===== src/rtl/tats_pkg.sv =====
// Shared widths, codes, reset values and types for the adaptive transfer-size block.
package tats_pkg;

	localparam int SIZE_W     = 31;
	localparam int THR_W      = 32;
	localparam int BYTES_W    = 32;
	localparam int MS_W       = 32;
	localparam int SPEED_W    = 42;
	localparam int DIFF_W     = 43;
	localparam int CHG_W      = 2;
	localparam int CFG_IDX_W  = 3;
	localparam int CFG_DATA_W = 32;
	localparam int SCALE_W    = 10;
	// |bytes_moved| * 1000 stays below 2^41
	localparam int MAG_W      = 41;

	localparam int WINDOW_DEF = 8;

	localparam logic [SCALE_W-1:0] MS_SCALE = 10'd1000;

	localparam logic OP_RESTART = 1'b0;
	localparam logic OP_SAMPLE  = 1'b1;

	localparam logic [CHG_W-1:0] CHG_NONE   = 2'd0;
	localparam logic [CHG_W-1:0] CHG_GREW   = 2'd1;
	localparam logic [CHG_W-1:0] CHG_SHRANK = 2'd2;

	localparam logic [CFG_IDX_W-1:0] REG_INITIAL_SIZE   = 3'd0;
	localparam logic [CFG_IDX_W-1:0] REG_STEP_SIZE      = 3'd1;
	localparam logic [CFG_IDX_W-1:0] REG_MAX_SIZE       = 3'd2;
	localparam logic [CFG_IDX_W-1:0] REG_UP_THRESHOLD   = 3'd3;
	localparam logic [CFG_IDX_W-1:0] REG_DOWN_THRESHOLD = 3'd4;

	localparam logic [SIZE_W-1:0] INITIAL_SIZE_RST   = 31'd4194304;
	localparam logic [SIZE_W-1:0] STEP_SIZE_RST      = 31'd1048576;
	localparam logic [SIZE_W-1:0] MAX_SIZE_RST       = 31'd67108864;
	localparam logic [THR_W-1:0]  UP_THRESHOLD_RST   = 32'd1000;
	localparam logic [THR_W-1:0]  DOWN_THRESHOLD_RST = 32'd1000000;

	typedef struct packed {
		logic busy;
		logic done;
		logic rem_nz;
	} div_status_t;

endpackage


===== src/rtl/tats_if.sv =====
// Handshake channel interfaces: configuration writes, samples in, results out.
interface tats_cfg_if;
	import tats_pkg::*;
	logic                  valid;
	logic                  ready;
	logic [CFG_IDX_W-1:0]  reg_index;
	logic [CFG_DATA_W-1:0] wdata;
	modport source(output valid, reg_index, wdata, input ready);
	modport sink(input valid, reg_index, wdata, output ready);
endinterface

interface tats_sample_if;
	import tats_pkg::*;
	logic                      valid;
	logic                      ready;
	logic                      opcode;
	logic signed [BYTES_W-1:0] bytes_moved;
	logic [MS_W-1:0]           elapsed_ms;
	modport source(output valid, opcode, bytes_moved, elapsed_ms, input ready);
	modport sink(input valid, opcode, bytes_moved, elapsed_ms, output ready);
endinterface

interface tats_result_if;
	import tats_pkg::*;
	logic                      valid;
	logic                      ready;
	logic [SIZE_W-1:0]         request_size;
	logic signed [SPEED_W-1:0] speed;
	logic [CHG_W-1:0]          size_change;
	modport source(output valid, request_size, speed, size_change, input ready);
	modport sink(input valid, request_size, speed, size_change, output ready);
endinterface


===== src/rtl/throughput_adaptive_transfer_size.sv =====
// Top level: adapts the transfer request size from measured throughput.
//
//  channel   modport  payload                                   role
//  cfg       sink     reg_index, wdata                          register writes, always ready
//  sample    sink     opcode, bytes_moved, elapsed_ms           restart or transfer sample
//  result    source   request_size, speed, size_change          one per accepted transaction
//
// A sample runs the multiply, load, divide, subtract, add, threshold, decide and finish
// steps; the divide step is the serial divider forming bytes*1000/ms, one quotient bit a cycle.
// A restart goes straight to the finish step. Ready stays low while a transaction is in work.
// A finished result waits in the output register; the next transaction runs meanwhile and
// holds only at its last step until the output register is free.
// Reset (arst_n low) loads the register defaults and clears the speed history.
module throughput_adaptive_transfer_size #(
	parameter int WINDOW = tats_pkg::WINDOW_DEF
) (
	input  logic            clk,
	input  logic            arst_n,
	tats_cfg_if.sink        cfg,
	tats_sample_if.sink     sample,
	tats_result_if.source   result
);
	import tats_pkg::*;

	localparam int SLOTS  = WINDOW - 1;
	localparam int CNT_W  = $clog2(WINDOW);
	localparam int AW     = (SLOTS > 1) ? $clog2(SLOTS) : 1;
	localparam int SUM_W  = DIFF_W + $clog2(WINDOW);
	localparam int CMP_W  = SUM_W + 1;
	localparam int PROD_W = THR_W + CNT_W;

	localparam logic [3:0] ST_IDLE = 4'd0;
	localparam logic [3:0] ST_MUL  = 4'd1;
	localparam logic [3:0] ST_LOAD = 4'd2;
	localparam logic [3:0] ST_DIV  = 4'd3;
	localparam logic [3:0] ST_SUB  = 4'd4;
	localparam logic [3:0] ST_ADD  = 4'd5;
	localparam logic [3:0] ST_THR  = 4'd6;
	localparam logic [3:0] ST_DEC  = 4'd7;
	localparam logic [3:0] ST_FIN  = 4'd8;

	logic [3:0]                state_q;

	logic [SIZE_W-1:0]         init_size_q;
	logic [SIZE_W-1:0]         step_q;
	logic [SIZE_W-1:0]         max_q;
	logic [THR_W-1:0]          up_thr_q;
	logic [THR_W-1:0]          dn_thr_q;

	logic [SIZE_W-1:0]         cur_size_q;
	logic signed [SPEED_W-1:0] prev_speed_q;
	logic                      have_prev_q;
	logic [CNT_W-1:0]          diff_count_q;
	logic signed [SUM_W-1:0]   sum_q;
	logic [AW-1:0]             head_q;

	logic                      neg_q;
	logic [BYTES_W-1:0]        mag_abs_q;
	logic [MS_W-1:0]           ms_q;
	logic [MAG_W-1:0]          prod_q;
	logic signed [SPEED_W-1:0] speed_q;
	logic signed [DIFF_W-1:0]  diff_q;
	logic [PROD_W-1:0]         up_prod_q;
	logic [PROD_W-1:0]         dn_prod_q;
	logic [SIZE_W:0]           grow_sum_q;
	logic [CHG_W-1:0]          change_q;

	logic                      out_valid_q;
	logic [SIZE_W-1:0]         out_size_q;
	logic signed [SPEED_W-1:0] out_speed_q;
	logic [CHG_W-1:0]          out_chg_q;

	logic                      in_fire;
	logic                      out_free;
	logic                      div_start;
	logic [MAG_W-1:0]          div_quo;
	div_status_t               div_st;
	logic [SPEED_W-1:0]        quo_x;
	logic [DIFF_W-1:0]         old_diff;
	logic                      ram_we;
	logic signed [CMP_W-1:0]   sum_x;
	logic signed [CMP_W-1:0]   up_x;
	logic signed [CMP_W-1:0]   dn_x;
	logic                      up_hit;
	logic                      dn_hit;
	logic [AW-1:0]             head_next;

	assign cfg.ready    = 1'b1;
	assign sample.ready = (state_q == ST_IDLE);
	assign in_fire      = sample.valid && sample.ready;
	assign out_free     = !out_valid_q || result.ready;
	assign div_start    = (state_q == ST_LOAD);
	assign ram_we       = (state_q == ST_ADD) && have_prev_q;
	assign quo_x        = {1'b0, div_quo};

	assign sum_x  = CMP_W'(sum_q);
	assign up_x   = $signed(CMP_W'(up_prod_q));
	assign dn_x   = -$signed(CMP_W'(dn_prod_q));
	assign up_hit = (diff_count_q != '0) && (sum_x > up_x);
	assign dn_hit = (diff_count_q != '0) && (sum_x < dn_x);

	assign head_next = (head_q == AW'(SLOTS - 1)) ? '0 : head_q + 1'b1;

	tats_div u_div (
		.clk      (clk),
		.arst_n   (arst_n),
		.start    (div_start),
		.dividend (prod_q),
		.divisor  (ms_q),
		.quotient (div_quo),
		.status   (div_st)
	);

	// read and write addresses both sit on the head, which advances in the add step
	tats_ram #(
		.WIDTH (DIFF_W),
		.DEPTH (SLOTS)
	) u_window (
		.clk   (clk),
		.we    (ram_we),
		.waddr (head_q),
		.wdata (diff_q),
		.raddr (head_q),
		.rdata (old_diff)
	);

	// configuration registers
	always_ff @(posedge clk or negedge arst_n) begin
		if (!arst_n) begin
			init_size_q <= INITIAL_SIZE_RST;
			step_q      <= STEP_SIZE_RST;
			max_q       <= MAX_SIZE_RST;
			up_thr_q    <= UP_THRESHOLD_RST;
			dn_thr_q    <= DOWN_THRESHOLD_RST;
		end else if (cfg.valid && cfg.ready) begin
			unique case (cfg.reg_index)
				REG_INITIAL_SIZE:   init_size_q <= cfg.wdata[SIZE_W-1:0];
				REG_STEP_SIZE:      step_q      <= cfg.wdata[SIZE_W-1:0];
				REG_MAX_SIZE:       max_q       <= cfg.wdata[SIZE_W-1:0];
				REG_UP_THRESHOLD:   up_thr_q    <= cfg.wdata[THR_W-1:0];
				REG_DOWN_THRESHOLD: dn_thr_q    <= cfg.wdata[THR_W-1:0];
				default: ;
			endcase
		end
	end

	// sequencer and history state
	always_ff @(posedge clk or negedge arst_n) begin
		if (!arst_n) begin
			state_q      <= ST_IDLE;
			cur_size_q   <= INITIAL_SIZE_RST;
			prev_speed_q <= '0;
			have_prev_q  <= 1'b0;
			diff_count_q <= '0;
			sum_q        <= '0;
			head_q       <= '0;
			out_valid_q  <= 1'b0;
		end else begin
			if (out_valid_q && result.ready && !(state_q == ST_FIN && out_free)) begin
				out_valid_q <= 1'b0;
			end
			unique case (state_q)
				ST_IDLE: begin
					if (in_fire) begin
						if (sample.opcode == OP_RESTART) begin
							cur_size_q <= init_size_q;
							state_q    <= ST_FIN;
						end else begin
							state_q <= ST_MUL;
						end
					end
				end
				ST_MUL:  state_q <= ST_LOAD;
				ST_LOAD: state_q <= ST_DIV;
				ST_DIV: begin
					if (div_st.done) begin
						state_q <= ST_SUB;
					end
				end
				ST_SUB: begin
					// drop the oldest difference once the window is full
					if (have_prev_q && diff_count_q == CNT_W'(SLOTS)) begin
						sum_q <= sum_q - SUM_W'($signed(old_diff));
					end
					state_q <= ST_ADD;
				end
				ST_ADD: begin
					if (have_prev_q) begin
						sum_q  <= sum_q + SUM_W'(diff_q);
						head_q <= head_next;
						if (diff_count_q != CNT_W'(SLOTS)) begin
							diff_count_q <= diff_count_q + 1'b1;
						end
					end
					prev_speed_q <= speed_q;
					have_prev_q  <= 1'b1;
					state_q      <= ST_THR;
				end
				ST_THR: state_q <= ST_DEC;
				ST_DEC: begin
					if (up_hit) begin
						if (grow_sum_q < {1'b0, max_q}) begin
							cur_size_q <= grow_sum_q[SIZE_W-1:0];
						end
					end else if (dn_hit) begin
						if (cur_size_q > step_q) begin
							cur_size_q <= cur_size_q - step_q;
						end
					end
					state_q <= ST_FIN;
				end
				ST_FIN: begin
					// hold until the output register is free
					if (out_free) begin
						out_valid_q <= 1'b1;
						state_q     <= ST_IDLE;
					end
				end
				default: state_q <= ST_IDLE;
			endcase
		end
	end

	// per-transaction datapath
	always_ff @(posedge clk) begin
		unique case (state_q)
			ST_IDLE: begin
				if (in_fire) begin
					neg_q     <= sample.bytes_moved[BYTES_W-1];
					mag_abs_q <= sample.bytes_moved[BYTES_W-1] ?
						BYTES_W'(-sample.bytes_moved) : BYTES_W'(sample.bytes_moved);
					ms_q      <= (sample.elapsed_ms == '0) ? MS_W'(1) : sample.elapsed_ms;
					speed_q   <= '0;
					change_q  <= CHG_NONE;
				end
			end
			ST_MUL: begin
				prod_q <= MAG_W'({{SCALE_W{1'b0}}, mag_abs_q}
					* {{BYTES_W{1'b0}}, MS_SCALE});
			end
			ST_DIV: begin
				// floor of a negative quotient: -q, or -q-1 with a remainder left
				if (div_st.done) begin
					if (!neg_q) begin
						speed_q <= $signed(quo_x);
					end else if (div_st.rem_nz) begin
						speed_q <= $signed(~quo_x);
					end else begin
						speed_q <= $signed(-quo_x);
					end
				end
			end
			ST_SUB: begin
				diff_q <= DIFF_W'(speed_q) - DIFF_W'(prev_speed_q);
			end
			ST_THR: begin
				up_prod_q  <= PROD_W'({{CNT_W{1'b0}}, up_thr_q}
					* {{THR_W{1'b0}}, diff_count_q});
				dn_prod_q  <= PROD_W'({{CNT_W{1'b0}}, dn_thr_q}
					* {{THR_W{1'b0}}, diff_count_q});
				grow_sum_q <= {1'b0, cur_size_q} + {1'b0, step_q};
			end
			ST_DEC: begin
				if (up_hit) begin
					change_q <= (grow_sum_q < {1'b0, max_q}) ? CHG_GREW : CHG_NONE;
				end else if (dn_hit) begin
					change_q <= (cur_size_q > step_q) ? CHG_SHRANK : CHG_NONE;
				end else begin
					change_q <= CHG_NONE;
				end
			end
			ST_FIN: begin
				if (out_free) begin
					out_size_q  <= cur_size_q;
					out_speed_q <= speed_q;
					out_chg_q   <= change_q;
				end
			end
			default: ;
		endcase
	end

	assign result.valid        = out_valid_q;
	assign result.request_size = out_size_q;
	assign result.speed        = out_speed_q;
	assign result.size_change  = out_chg_q;

`ifndef SYNTHESIS
	a_count_bound: assert property (@(posedge clk) disable iff (!arst_n)
		diff_count_q <= CNT_W'(SLOTS))
		else $error("difference count beyond window");
	a_no_prev_empty: assert property (@(posedge clk) disable iff (!arst_n)
		!have_prev_q |-> diff_count_q == '0)
		else $error("differences recorded before first sample");
	a_div_done_state: assert property (@(posedge clk) disable iff (!arst_n)
		div_st.done |-> state_q == ST_DIV)
		else $error("divider finished outside divide step");
	a_ready_div_idle: assert property (@(posedge clk) disable iff (!arst_n)
		sample.ready |-> !div_st.busy)
		else $error("ready while divider busy");
	a_fin_result: assert property (@(posedge clk) disable iff (!arst_n)
		(state_q == ST_FIN && out_free) |=> result.valid)
		else $error("finished transaction not presented");
`endif
endmodule


===== src/rtl/tats_ram.sv =====
// Generic single-write, single-read RAM with registered read data.
module tats_ram #(
	parameter int WIDTH = 8,
	parameter int DEPTH = 4
) (
	input  logic                                    clk,
	input  logic                                    we,
	input  logic [(DEPTH > 1 ? $clog2(DEPTH) : 1)-1:0] waddr,
	input  logic [WIDTH-1:0]                        wdata,
	input  logic [(DEPTH > 1 ? $clog2(DEPTH) : 1)-1:0] raddr,
	output logic [WIDTH-1:0]                        rdata
);
	logic [WIDTH-1:0] mem [DEPTH];

	always_ff @(posedge clk) begin
		if (we) begin
			mem[waddr] <= wdata;
		end
		rdata <= mem[raddr];
	end
endmodule


===== src/rtl/tats_div.sv =====
// Restoring serial divider: one quotient bit per cycle, unsigned operands.
module tats_div (
	input  logic                        clk,
	input  logic                        arst_n,
	input  logic                        start,
	input  logic [tats_pkg::MAG_W-1:0]  dividend,
	input  logic [tats_pkg::MS_W-1:0]   divisor,
	output logic [tats_pkg::MAG_W-1:0]  quotient,
	output tats_pkg::div_status_t       status
);
	import tats_pkg::*;

	localparam int CNT_W = $clog2(MAG_W + 1);

	logic [MS_W:0]      rem_q;
	logic [MAG_W-1:0]   quo_q;
	logic [MS_W-1:0]    dvs_q;
	logic [CNT_W-1:0]   cnt_q;
	logic               busy_q;
	logic               done_q;
	logic [MS_W:0]      trial;
	logic [MS_W+1:0]    sub;
	logic               take;

	// partial remainder stays below the divisor, so its top bit is free
	assign trial = {rem_q[MS_W-1:0], quo_q[MAG_W-1]};
	assign sub   = {1'b0, trial} - {2'b00, dvs_q};
	assign take  = ~sub[MS_W+1];

	always_ff @(posedge clk or negedge arst_n) begin
		if (!arst_n) begin
			busy_q <= 1'b0;
			done_q <= 1'b0;
			cnt_q  <= '0;
		end else if (start) begin
			busy_q <= 1'b1;
			done_q <= 1'b0;
			cnt_q  <= CNT_W'(MAG_W);
		end else if (busy_q) begin
			cnt_q <= cnt_q - 1'b1;
			if (cnt_q == CNT_W'(1)) begin
				busy_q <= 1'b0;
				done_q <= 1'b1;
			end
		end else begin
			done_q <= 1'b0;
		end
	end

	always_ff @(posedge clk) begin
		if (start) begin
			rem_q <= '0;
			quo_q <= dividend;
			dvs_q <= divisor;
		end else if (busy_q) begin
			rem_q <= take ? sub[MS_W:0] : trial;
			quo_q <= {quo_q[MAG_W-2:0], take};
		end
	end

	assign quotient = quo_q;
	assign status   = '{busy: busy_q, done: done_q, rem_nz: |rem_q};

`ifndef SYNTHESIS
	a_start_busy: assert property (@(posedge clk) disable iff (!arst_n)
		start |=> busy_q)
		else $error("divider not busy after start");
	a_done_idle: assert property (@(posedge clk) disable iff (!arst_n)
		done_q |-> !busy_q)
		else $error("divider done while busy");
	a_busy_count: assert property (@(posedge clk) disable iff (!arst_n)
		busy_q |-> cnt_q != '0)
		else $error("divider busy with empty count");
`endif
endmodule

===== src/flat_wrapper.sv =====
// flat-port wrapper written by rule: the top's interface ports become plain ports
module throughput_adaptive_transfer_size_flat import tats_pkg::*;
#(
	parameter int WINDOW = tats_pkg::WINDOW_DEF
)
  (clk, arst_n, cfg_valid, cfg_reg_index, cfg_wdata, cfg_ready, sample_valid, sample_opcode, sample_bytes_moved, sample_elapsed_ms, sample_ready, result_valid, result_request_size, result_speed, result_size_change, result_ready);
  tats_cfg_if cfg_i ();
  tats_sample_if sample_i ();
  tats_result_if result_i ();
  input  logic clk;
  input  logic arst_n;
  input wire logic [$bits(cfg_i.valid)-1:0] cfg_valid;
  input wire logic [$bits(cfg_i.reg_index)-1:0] cfg_reg_index;
  input wire logic [$bits(cfg_i.wdata)-1:0] cfg_wdata;
  output wire logic [$bits(cfg_i.ready)-1:0] cfg_ready;
  input wire logic [$bits(sample_i.valid)-1:0] sample_valid;
  input wire logic [$bits(sample_i.opcode)-1:0] sample_opcode;
  input wire logic [$bits(sample_i.bytes_moved)-1:0] sample_bytes_moved;
  input wire logic [$bits(sample_i.elapsed_ms)-1:0] sample_elapsed_ms;
  output wire logic [$bits(sample_i.ready)-1:0] sample_ready;
  output wire logic [$bits(result_i.valid)-1:0] result_valid;
  output wire logic [$bits(result_i.request_size)-1:0] result_request_size;
  output wire logic [$bits(result_i.speed)-1:0] result_speed;
  output wire logic [$bits(result_i.size_change)-1:0] result_size_change;
  input wire logic [$bits(result_i.ready)-1:0] result_ready;
  assign cfg_i.valid = cfg_valid;
  assign cfg_i.reg_index = cfg_reg_index;
  assign cfg_i.wdata = cfg_wdata;
  assign cfg_ready = cfg_i.ready;
  assign sample_i.valid = sample_valid;
  assign sample_i.opcode = sample_opcode;
  assign sample_i.bytes_moved = sample_bytes_moved;
  assign sample_i.elapsed_ms = sample_elapsed_ms;
  assign sample_ready = sample_i.ready;
  assign result_valid = result_i.valid;
  assign result_request_size = result_i.request_size;
  assign result_speed = result_i.speed;
  assign result_size_change = result_i.size_change;
  assign result_i.ready = result_ready;
  throughput_adaptive_transfer_size #(.WINDOW(WINDOW)) u_core (.clk(clk), .arst_n(arst_n), .cfg(cfg_i), .sample(sample_i), .result(result_i));
endmodule

===== config.mk =====
export PLATFORM = sky130hd
export DESIGN_NAME = throughput_adaptive_transfer_size_flat
export DESIGN_NICKNAME = d
export VERILOG_FILES = /design/src/rtl/tats_pkg.sv /design/src/rtl/tats_if.sv /design/src/rtl/throughput_adaptive_transfer_size.sv /design/src/rtl/tats_ram.sv /design/src/rtl/tats_div.sv /design/src/flat_wrapper.sv
export SDC_FILE = /design/constraint.sdc
export NUM_CORES = 2
export LEC_CHECK = 0
export BUFFER_PORTS_ARGS = -buffer_cell sky130_fd_sc_hd__buf_2
export CORE_MARGIN = 3
export CORE_UTILIZATION = 35
export CTS_BUF_LIST = sky130_fd_sc_hd__clkbuf_4 sky130_fd_sc_hd__clkbuf_8
export DETAILED_ROUTE_END_ITERATION = 12
export GPL_TIMING_DRIVEN = 0
export PLACE_DENSITY_LB_ADDON = 0.15
export SYNTH_ARGS = -nofsm -noshare
export SYNTH_HDL_FRONTEND = slang
export SYNTH_SLANG_ARGS = --single-unit

===== constraint.sdc =====
create_clock -name clk -period 7.2 [get_ports clk]
set_input_delay 1.08 -clock clk [delete_from_list [all_inputs] [get_ports clk]]
set_output_delay 1.08 -clock clk [all_outputs]
set_load 0.05 [all_outputs]

==> results.json <==
{
  "final_common_cell": "edfxtp_1",
  "cts_buffers": 191,
  "clock-sinks": 1113,
  "hold_path_class": "primary input to flop",
  "track_usage_pct": 18.45,
  "fin_ws_ps": 338.9,
  "ir_drop_mv": 0.1630,
  "drc": 0,
  "status": "complete, no violations",
  "cts.clk_slew.worst_paths_ps": 70,
  "gp_congestion": 0.8737,
  "portBuffers": 181,
  "die-area_um2": 189700,
  "clock_path_buffers": 3,
  "synth-seq-cells": 1113,
  "min_period_over_period_pct": 95.29,
  "wl_um": 176700,
  "max_freq_mhz": 145.7,
  "required_ps": 8040,
  "drive_gt1_share_pct": 11.58,
  "cp-start-kind": "flop",
  "fin_skew_ps": 49.45,
  "synth_edf_count": 741,
  "tightestPinTransition_ps": 1167,
  "hold_violations": 0,
  "dr_total_vias": 46130,
  "dp_slack_ps": -925.8,
  "num-nets-final": 7226,
  "ioPinCount": 183,
  "drt_first_pass_iters": 7,
  "tns_ps": 0,
  "maxCapViolations": 0,
  "die_h_um": 435.6,
  "syn-num-nets": 6809,
  "clk_latency_ps": 950,
  "synthesis.area_um2": 64590,
  "path_class": "flop to flop",
  "dieWidth_um": 435.6,
  "syn_to_final_growth_pct": 13.82,
  "wl_per_cell_um": 19.36,
  "grt_remaining_overflow": 0,
  "rows": 157,
  "crit_fanout": 10,
  "setup_viol": 0,
  "antenna_left": 0,
  "grt_max_degree": 104,
  "async_reset_ff_share_pct": 26.59,
  "slew_viol_final": 0,
  "start_util_pct": 35.24,
  "p_per_area_nw_per_um2": 293.6,
  "via_per_inst": 5.055,
  "antenna_found_initial": 17,
  "grt_pass1_wl_um": 273600,
  "synth.distinct_cells": 80,
  "yosysSeqAreaShare_pct": 48.31,
  "hpwlAfterDp_um": 133400,
  "finish.utilization_pct": 40.11,
  "drt-initial-drc-count": 3211,
  "timing.hold.ws_ps": 375.6,
  "grt_pass1_vias": 46180,
  "core-area_um2": 183300,
  "synth_area_per_cell_um2": 10.64,
  "cts_root_buf": "clkbuf_8",
  "postSynthCellCount": 6069,
  "rsz0062_at_grt": "no",
  "p_leak_nw": 30.99,
  "arrival_ps": 7700,
  "end_kind": "flop",
  "final_cell_mix": "edfxtp_1, nand2_1, inv_1",
  "synth_ff_type": "edfxtp_1",
  "min_period_ps": 6861,
  "htreeDepth": 4,
  "slew_headroom_pct": 22.05,
  "cts_tree": "done",
  "ys.warnings.count": 0
}
## Yosys cell counts (all sizes together), types with 90 or more instances
| library cell | n | share of area, % |
|---|---|---|
| a22o | 90 | 1.2 |
| edfxtp | 741 | 34 |
| xor2 | 172 | 2.3 |
| a21o | 157 | 1.8 |
| dfrtp | 279 | 11 |
| mux2 | 120 | 2.1 |
| fa | 185 | 5.7 |
| nor2 | 381 | 2.2 |
| o21ai | 436 | 3.4 |
| inv | 568 | 3.3 |
| clkbuf | 217 | 1.3 |
| ha | 450 | 8.7 |
| nand2 | 687 | 4.0 |
| xnor2 | 204 | 2.8 |
| a21oi | 369 | 2.9 |
## cells by family after synthesis
| group | count (synthesis) | synth area share, % |
|---|---|---|
| XOR/XNOR | 376 | 5.099 |
| buffers and inverters | 801 | 4.661 |
| other | 1 | 0.005806 |
| AO/OA/AOI/OAI | 1392 | 13.46 |
| adder cells (fa/ha/maj) | 635 | 14.45 |
| AND/OR/NAND/NOR | 1586 | 11.22 |
| multiplexers | 165 | 2.790 |
| flip-flops | 1113 | 48.31 |
## flip-flops by register name, summed over array words and instances (netlist names), 33 cells and up
name                   flops
u_core.dn_prod_q          35
u_core.prev_speed_q       42
u_core.diff_q             43
u_core.prod_q             38
u_core.up_prod_q          35
u_core.sum_q              46
u_core.result.speed       42
u_core.u_window.rdata     43
u_core.u_div.quotient     41
u_core.speed_q            42
u_core.u_window.mem      301
u_core.u_div.rem_q        33
## routing by layer
| layer | up-vias | share of wire, % | track usage, % |
|---|---|---|---|
| met5 | - | 0 | 0 |
| met4 | 0 | 2.6 | 5.306 |
| met3 | 261 | 4.4 | 2.708 |
| met2 | 975 | 47 | 30.21 |
| met1 | 22700 | 46 | 25.37 |
| li1 | 22190 | - | - |
## layout make-up
class / count / area [um2]
Antenna cell: 6 / 15.01
Buffer: 233 / 889.6
Clock buffer: 306 / 3699
Clock inverter: 57 / 498.0
Fill cell: 18010 / 109800
Inverter: 568 / 2132
Multi-Input combinational cell: 4155 / 30450
Sequential cell: 1113 / 31200
Tap cell: 2464 / 3083
Timing Repair Buffer: 224 / 1540
## report_power, final
part	total, W	internal (W)	switching (W)	leakage, nW
Combinational	0.00670	0.00266	0.00404	17.5
Clock	0.00623	0.00346	0.00276	2.23
Sequential	0.00866	0.00791	0.000742	11.3
## critical path: stages, from the launching register on
cell	delay [ps]
dfrtp_1	320
clkbuf_1	340
nand2b_1	310
nor2_2	520
clkbuf_2	370
clkbuf_1	810
mux2_2	470
ha_1	290
a21oi_1	220
o22ai_1	170
o41ai_1	470
a21oi_1	240
o211ai_1	410
a2111oi_0	200
or3b_2	540
a31o_2	310
a41oi_1	240
mux2i_1	320
xnor2_1	170
## through the flow
stage	std cells	power, W	instance area (um2)
finish	9126	0.02159	73510
global route	9125	0.02305	73510
CTS	9120	0.02179	73480
detailed placement	8756	0.01543	69270
global placement	8714	0.01535	68580
floorplan	6069	0.01345	64590
## final timing paths
kind / from / to / slack [ps] / depth (start not counted)
worst min register to register: u_core.ms_q[10] / u_core.u_div.dvs_q[10] / 410 / 0
min in group asynchronous: arst_n / u_core.cur_size_q[11] / 600 / 2
worst max register to register: u_core.state_q[2] / u_core.sum_q[45] / 340 / 18
worst max-delay path: u_core.state_q[2] / u_core.sum_q[45] / 340 / 18
worst min-delay path: sample_bytes_moved[0] / u_core.mag_abs_q[0] / 380 / 1
max in group asynchronous: arst_n / u_core.prev_speed_q[1] / 5320 / 4
## what timing repair did
action	CTS	global route
buffers inserted	0	0
endpoints found under the hold margin	25	0
resized for setup	6	7
hold buffers	1	0
endpoints found under the setup margin	19	30
Note: power is estimated with default switching activity, not from simulation.
